<file path="config.mk">
export PLATFORM = sky130hd
export DESIGN_NAME = nkc_ctrl
export DESIGN_NICKNAME = d
export VERILOG_FILES = /design/src/rtl/normalized_kernel_convolution_unit_assert.svh /design/src/rtl/nkc_pkg.sv /design/src/rtl/nkc_ctrl.sv
export SDC_FILE = /design/constraint.sdc
export NUM_CORES = 1
export LEC_CHECK = 0
export BUFFER_PORTS_ARGS = -buffer_cell sky130_fd_sc_hd__buf_4
export CAP_MARGIN = 20
export CORE_UTILIZATION = 30
export DETAILED_ROUTE_END_ITERATION = 10
export GPL_TIMING_DRIVEN = 0
export HOLD_SLACK_MARGIN = 0.06
export PLACE_DENSITY = 0.66
export SYNTH_ARGS = -nofsm -noshare
export SYNTH_HDL_FRONTEND = slang
export SYNTH_SLANG_ARGS = --single-unit
</file>
<file path="constraint.sdc">
create_clock -name clk -period 2.8 [get_ports clk]
set_input_delay 0.56 -clock clk [delete_from_list [all_inputs] [get_ports clk]]
set_output_delay 0.56 -clock clk [all_outputs]
set_load 0.005 [all_outputs]
</file>
<file path="src/rtl/normalized_kernel_convolution_unit_assert.svh">
// Assertion macros for the normalized kernel convolution unit.
// Included by the top level; needs no other file.
`ifndef NORMALIZED_KERNEL_CONVOLUTION_UNIT_ASSERT_SVH
`define NORMALIZED_KERNEL_CONVOLUTION_UNIT_ASSERT_SVH
`ifndef SYNTH
`define NKC_ASSERT_IMP(lbl, clk_s, rst_s, ante, cons) \
  lbl: assert property (@(posedge clk_s) disable iff (rst_s) (ante) |-> (cons)) \
    else $error("nkc assertion failed");
`define NKC_ASSERT_NXT(lbl, clk_s, rst_s, ante, cons) \
  lbl: assert property (@(posedge clk_s) disable iff (rst_s) (ante) |=> (cons)) \
    else $error("nkc assertion failed");
`else
`define NKC_ASSERT_IMP(lbl, clk_s, rst_s, ante, cons)
`define NKC_ASSERT_NXT(lbl, clk_s, rst_s, ante, cons)
`endif
`endif

</file>
<file path="src/rtl/nkc_pkg.sv">
`timescale 1ns / 1ps
// Shared types, constants and kernel weights of the convolution unit.
// No dependencies.
package nkc_pkg;

  localparam int DEF_MAX_WIDTH  = 1024;
  localparam int DEF_MAX_HEIGHT = 1024;
  localparam int DEF_MAX_RADIUS = 2;

  localparam int CFG_W     = 11;
  localparam int SZW       = 13;
  localparam int REG_IDX_W = 2;
  localparam int ACCW      = 17;
  localparam int NRMW      = 7;

  localparam logic [REG_IDX_W-1:0] REG_IMAGE_WIDTH   = 2'd0;
  localparam logic [REG_IDX_W-1:0] REG_IMAGE_HEIGHT  = 2'd1;
  localparam logic [REG_IDX_W-1:0] REG_KERNEL_SELECT = 2'd2;

  localparam logic [CFG_W-1:0] RESET_WIDTH  = 11'd640;
  localparam logic [CFG_W-1:0] RESET_HEIGHT = 11'd480;

  typedef struct packed {
    logic [7:0] red_in;
    logic [7:0] green_in;
    logic [7:0] blue_in;
    logic       pad;
  } in_item_t;

  typedef struct packed {
    logic [7:0] red_out;
    logic [7:0] green_out;
    logic [7:0] blue_out;
    logic       frame_end;
  } out_item_t;

  typedef enum logic [3:0] {
    ST_IDLE, ST_WRITE, ST_RS_POS, ST_RS_POS_W, ST_RS_RING, ST_RS_RING_W,
    ST_MUL, ST_CHECK, ST_TAP, ST_DRAIN, ST_DIV, ST_DIV_W, ST_OUT
  } ctrl_state_t;

  typedef enum logic [2:0] {
    DIV_POS, DIV_RING, DIV_RED, DIV_GREEN, DIV_BLUE
  } div_src_t;

  typedef struct packed {
    logic     capture;
    logic     write_step;
    logic     mul;
    logic     restart;
    logic     tap_init;
    logic     tap_step;
    logic     div_start;
    logic     div_latch;
    div_src_t div_src;
    logic     out_load;
  } ctrl_cmd_t;

  typedef struct packed {
    logic resync;
    logic div_done;
    logic past_end;
    logic not_ready;
    logic tap_last;
    logic out_free;
  } dp_stat_t;

  // Blur: center 20, inner ring 3, outer ring 1. Sharpen: center 27, others -1.
  function automatic logic signed [5:0] tap_weight(logic sel, logic [2:0] ky,
                                                   logic [2:0] kx);
    logic [2:0] dy;
    logic [2:0] dx;
    logic [2:0] d;
    dy = (ky >= 3'd2) ? ky - 3'd2 : 3'd2 - ky;
    dx = (kx >= 3'd2) ? kx - 3'd2 : 3'd2 - kx;
    d  = (dy > dx) ? dy : dx;
    if (sel) begin
      return (ky == 3'd1 && kx == 3'd1) ? 6'sd27 : -6'sd1;
    end
    case (d)
      3'd0:    return 6'sd20;
      3'd1:    return 6'sd3;
      default: return 6'sd1;
    endcase
  endfunction

endpackage

</file>
<file path="src/rtl/nkc_ctrl.sv">
`timescale 1ns / 1ps
// Controller state machine that sequences one beat through the datapath.
// Uses nkc_pkg.
module nkc_ctrl (
  input  logic               clk,
  input  logic               rst,
  input  logic               in_valid,
  output logic               in_ready,
  input  nkc_pkg::dp_stat_t  stat,
  output nkc_pkg::ctrl_cmd_t cmd
);
  import nkc_pkg::*;

  ctrl_state_t state, state_next;
  div_src_t    ch, ch_next;

  always_ff @(posedge clk) begin
    if (rst) begin
      state <= ST_IDLE;
      ch    <= DIV_RED;
    end else begin
      state <= state_next;
      ch    <= ch_next;
    end
  end

  always_comb begin
    state_next = state;
    ch_next    = ch;
    cmd        = '0;
    in_ready   = 1'b0;
    case (state)
      ST_IDLE: begin
        in_ready = 1'b1;
        if (in_valid) begin
          cmd.capture = 1'b1;
          state_next  = ST_WRITE;
        end
      end
      ST_WRITE: begin
        cmd.write_step = 1'b1;
        state_next = stat.resync ? ST_RS_POS : ST_MUL;
      end
      ST_RS_POS: begin
        cmd.div_start = 1'b1;
        cmd.div_src   = DIV_POS;
        state_next    = ST_RS_POS_W;
      end
      ST_RS_POS_W: begin
        cmd.div_src = DIV_POS;
        if (stat.div_done) begin
          cmd.div_latch = 1'b1;
          state_next    = ST_RS_RING;
        end
      end
      ST_RS_RING: begin
        cmd.div_src = DIV_RING;
        state_next  = ST_RS_RING_W;
      end
      ST_RS_RING_W: begin
        cmd.div_src   = DIV_RING;
        cmd.div_latch = 1'b1;
        state_next    = ST_MUL;
      end
      ST_MUL: begin
        cmd.mul    = 1'b1;
        state_next = ST_CHECK;
      end
      ST_CHECK: begin
        if (stat.past_end) begin
          cmd.restart = 1'b1;
          state_next  = ST_IDLE;
        end else if (stat.not_ready) begin
          state_next = ST_IDLE;
        end else begin
          cmd.tap_init = 1'b1;
          state_next   = ST_TAP;
        end
      end
      ST_TAP: begin
        cmd.tap_step = 1'b1;
        if (stat.tap_last) begin
          state_next = ST_DRAIN;
        end
      end
      ST_DRAIN: begin
        ch_next    = DIV_RED;
        state_next = ST_DIV;
      end
      ST_DIV: begin
        cmd.div_start = 1'b1;
        cmd.div_src   = ch;
        state_next    = ST_DIV_W;
      end
      ST_DIV_W: begin
        cmd.div_src = ch;
        if (stat.div_done) begin
          cmd.div_latch = 1'b1;
          case (ch)
            DIV_RED: begin
              ch_next    = DIV_GREEN;
              state_next = ST_DIV;
            end
            DIV_GREEN: begin
              ch_next    = DIV_BLUE;
              state_next = ST_DIV;
            end
            default: state_next = ST_OUT;
          endcase
        end
      end
      ST_OUT: begin
        if (stat.out_free) begin
          cmd.out_load = 1'b1;
          state_next   = ST_IDLE;
        end
      end
      default: state_next = ST_IDLE;
    endcase
  end

endmodule

</file>
After elaboration in Yosys (flattened, before gate mapping). Index checks and enable logic that the tools add are counted. W data, S select, Z words.

Register bits: 7. Output and inout bits: 13. Word-level logic and storage cells: 60.

Equal/unequal tests: 20. Muxes and demuxes: 29. Reduce and logical (&&, ||, !) cells: 9.

Operator list (number): $pmux W4 S13 (1); $mux W4 (7); $eq A4 B4 Y1 const B (5); $pmux W3 S2 (3); $eq A4 B3 Y1 const B (4); $mux W1 (13); $ne A2 B2 Y1 const B (5); $reduce_or A2 Y1 (5); $mux W3 (3); $eq A4 B2 Y1 const B (2); $eq A3 B2 Y1 const B (2); $reduce_and A5 Y1 (1); $eq A4 B1 Y1 const B (1); $logic_not A4 Y1 (1); $ne A3 B1 Y1 const B (1); $reduce_and A3 Y1 (1); $mux W2 (1); $pmux W1 S2 (1); $reduce_bool A2 Y1 (1).

Depth between registers and ports, before layout.
Depth after elaboration: 5. Depth in mapped cells: 5. Depth with buffers taken out: 4.

Worst setup path before layout. No wires, ideal clock.

Kind: reg2out. Start: register state[1]. End: output cmd[11] (netlist bit). Arrival: 1.084 ns. Data required time: 2.240 ns. Setup slack: 1.156 ns. Cell stages (with the launch flop): 4. Buffers on the path: 0. Path through: dfxtp_1 or4_4 inv_1 and2_1.

RTL lines: start, declared (RTL line nkc_ctrl.sv:14) `ctrl_state_t state, state_next;`; start signal, assigned (RTL line nkc_ctrl.sv:22) `state <= state_next;`; end, declared (RTL line nkc_ctrl.sv:10) `output nkc_pkg::ctrl_cmd_t cmd`.

==> results.md <==
* Crit start category: flop
* Top sig layer: met4
* Post-CTS Hold Buffers at 0
* Clock buffer depth at 2
* Total chip power at 0.3078 mW
* Die height at 43.35 um
* Post-detail-place hpwl at 1094 um
* Yosys top cell area share at 27.32%
* First-pass GRT wire length at 2408 um
* Share of cells above drive strength 1 at 30.85%
* Met3 routed WL at 108 um
* P&R area growth vs syn at 38.29%
* H-tree depth at 1
* Failing checks: design-rule violations
* Slew headroom at 73.51%
* Post-Place Cells at 106
* Iteration-0 DRC Markers at 17
* CTS tree: yes
* Max Slew Vio Count at 0
* Row cnt at 14
* Metal1 wirelength at 590 um
* Synth Net Count at 79
* Multi-input logic area at 330.3 um2
* GRT Util Overall at 17.53%
* Post-route ant nets at 0
* Design area at 709.4 um2
* Initial antenna violation count at 0
* Initial core utilization at 32.91%
* Req. time, crit path at 2.24 ns
* Mean Syn Cell Area at 7.328 um2
* R2R Setup Slk at 1.35 ns
* Mapped Cells at 70
* YS warnings at 0
* Crit path buf inv count at 2
* Fin cells at 110
* Crit. End Element: output pin
* Total wire length at 1433 um
* Min Tclk post-route at 2.116 ns
* Clock latency on the worst-skew pair at 0.26 ns
* Clock-pin slew on the worst setup and hold paths at 0.05 ns
* CP startpoint: state[2]
* Layout Nets at 104
* Largest delay contributor family on the critical path: simple AND/OR/NAND/NOR gates
* Final worst hold slack at 0.4890 ns
* Core Region at 1559 um2
* Grt ovf at 0
* CTS Sinks at 7
* HP Start: ch[0]
* Placed Area at 683.2 um2
* R2R Path End: state[0]
* Die width at 43.35 um
* Total negative slack at 0 ns
* WHS Path Cells at 2
* Seq cells post-synth at 7
* Reg area at 140.1 um2
* CP Max Fanout at 10
* Clock skew at 0.002467 ns
* WHS Endpoint: ch[0]
* Met2 wire length at 683 um
* Diodes inserted at 0
* Final setup violation count at 0
* CTS Root Cell: clkbuf_4
* Vias at 612
* Gpl congestion at 0.7962
* Drt first pass iters at 7
* RSZ-0062 raised after global routing: no
* Number of remaining DRC errors at 7
* Ports at 22
* I/O Buffers at 20
* Vias per inst at 5.564
* Worst vdd rail ir drop at 0.1780 mV
* Setup CP Type: reg -> out
* Largest net degree at the start of global routing at 11
* Fillcell total at 172
* Post CTS Setup Buffer Count at 0
* Die ar. at 1879 um2
* Worst Hold Class: reg -> reg
* Yosys top cell by area: dfxtp_1
* DR WL/cell at 13.03 um
* Worst stage delay on the critical path at 0.41 ns
* Ranking of synthesized cells by area: dfxtp_1 27%, a21oi_1 5.9%, nand2_1 5.1%
* Post-synth cell types at 28
* Crit-path cells: buf_2, nor4b_1, and2_1, buf_4
* Tcrit/Tclk final at 75.58%
* Vias in the first global route at 555
* Status: finished, violations left
* Cell Area, Synth at 513.0 um2
* Pwr/cell area at 433.9 nW/um2
* Post-CTS Resized at 0
* FF-to-FF Start: state[1]
* Leakage power at 0.3113 nW
* Register area share after synthesis at 27.32%
* Worst-Margin Slew at 0.3918 ns
* CTS buffer count at 3
* WP data arrival at 1.56 ns
* Final hold violations at 0
* Fmax at 0.4725 GHz
* Worst-case reg-to-reg path depth at 4
* Total of max-cap violations at 0
* Slowest CP cell: dfxtp_1
==> final cells by class <==
type | count | area share (%)
Inverter | 5 | 2.646
Tap cell | 16 | 2.822
Timing Repair Buffer | 20 | 21.16
Buffer | 5 | 3.351
Multi-Input combinational cell | 53 | 46.56
Clock buffer | 4 | 3.704
Sequential cell | 7 | 19.75
==> layout by cell type, fill, tap and decap left out, drive strengths merged <==
master	n
nand3	1
o211ai	1
buf	25
nor4	2
and2	4
inv	5
a21o	1
a31oi	2
dfxtp	7
nor3	3
clkbuf	4
and3	2
or4bb	1
or3	2
o21ai	2
nand2	7
mux2i	1
a22oi	1
o41ai	2
and2b	1
nor4b	1
o21bai	2
nor2	5
nand4b	1
or4	1
a311o	1
a21oi	6
nand3b	3
==> synthesized netlist by cell type, drive strengths merged <==
| cell | n |
|---|---|
| or4 | 1 |
| or4bb | 1 |
| a21oi | 6 |
| o41ai | 2 |
| nor4b | 1 |
| and2 | 4 |
| nand3b | 3 |
| or3 | 2 |
| a311o | 1 |
| and2b | 1 |
| a22oi | 1 |
| nand3 | 1 |
| dfxtp | 7 |
| nor3 | 3 |
| buf | 5 |
| a21o | 1 |
| o21ai | 2 |
| nand4b | 1 |
| nand2 | 7 |
| nor4 | 2 |
| o21bai | 2 |
| nor2 | 5 |
| and3 | 2 |
| o211ai | 1 |
| inv | 5 |
| a31oi | 2 |
| mux2i | 1 |
==> cell families after synthesis <==
group | after synthesis | synth area share [%]
mux | 1 | 1.951
compound gates | 18 | 23.90
simple gates | 34 | 38.53
flops | 7 | 27.32
buf+inv | 10 | 8.293
==> power by group <==
| part | switching (mW) | internal, mW |
|---|---|---|
| Clock | 0.0393 | 0.0545 |
| Sequential | 0.00749 | 0.106 |
| Combinational | 0.0482 | 0.0527 |
| Total | 0.0950 | 0.213 |
==> flip-flops by register name, summed over array words and instances (netlist names) <==
register  flops
ch            3
state         4
==> tightest hold or removal path: cells and delay by family (launching register included) <==
kind | cells | cell delay (ns)
simple gates | 1 | 0.06
flops | 1 | 0.33
compound gates | 1 | 0.05
==> how the worst max path moves through the flow <==
| stage | slack [ns] | to | depth (start not counted) |
|---|---|---|---|
| after CTS | 0.66 | cmd[0] | 4 |
| final | 0.68 | cmd[0] | 4 |
| after floorplan | 1.16 | cmd[11] | 3 |
| after detailed placement | 0.94 | cmd[0] | 4 |
| after global routing | 0.54 | cmd[0] | 4 |
| after global placement | 0.95 | cmd[0] | 4 |
==> metrics by stage <==
stage	utilization (%)	worst slack, ns
6_report	45.51	0.6837
4_1_cts	45.51	0.6625
3_3_place_gp	43.82	0.9479
5_1_grt	45.51	0.5376
2_1_floorplan	-	1.156
3_5_place_dp	43.82	0.9384
==> metal layers <==
| metal | GRT usage [%] | vias up |
|---|---|---|
| li1 | - | 300 |
| met1 | 21.96 | 282 |
| met2 | 27.27 | 25 |
| met3 | 2.500 | 5 |
| met4 | 13.13 | 0 |
| met5 | 0 | - |
Note: power is estimated with default switching activity, not from simulation.
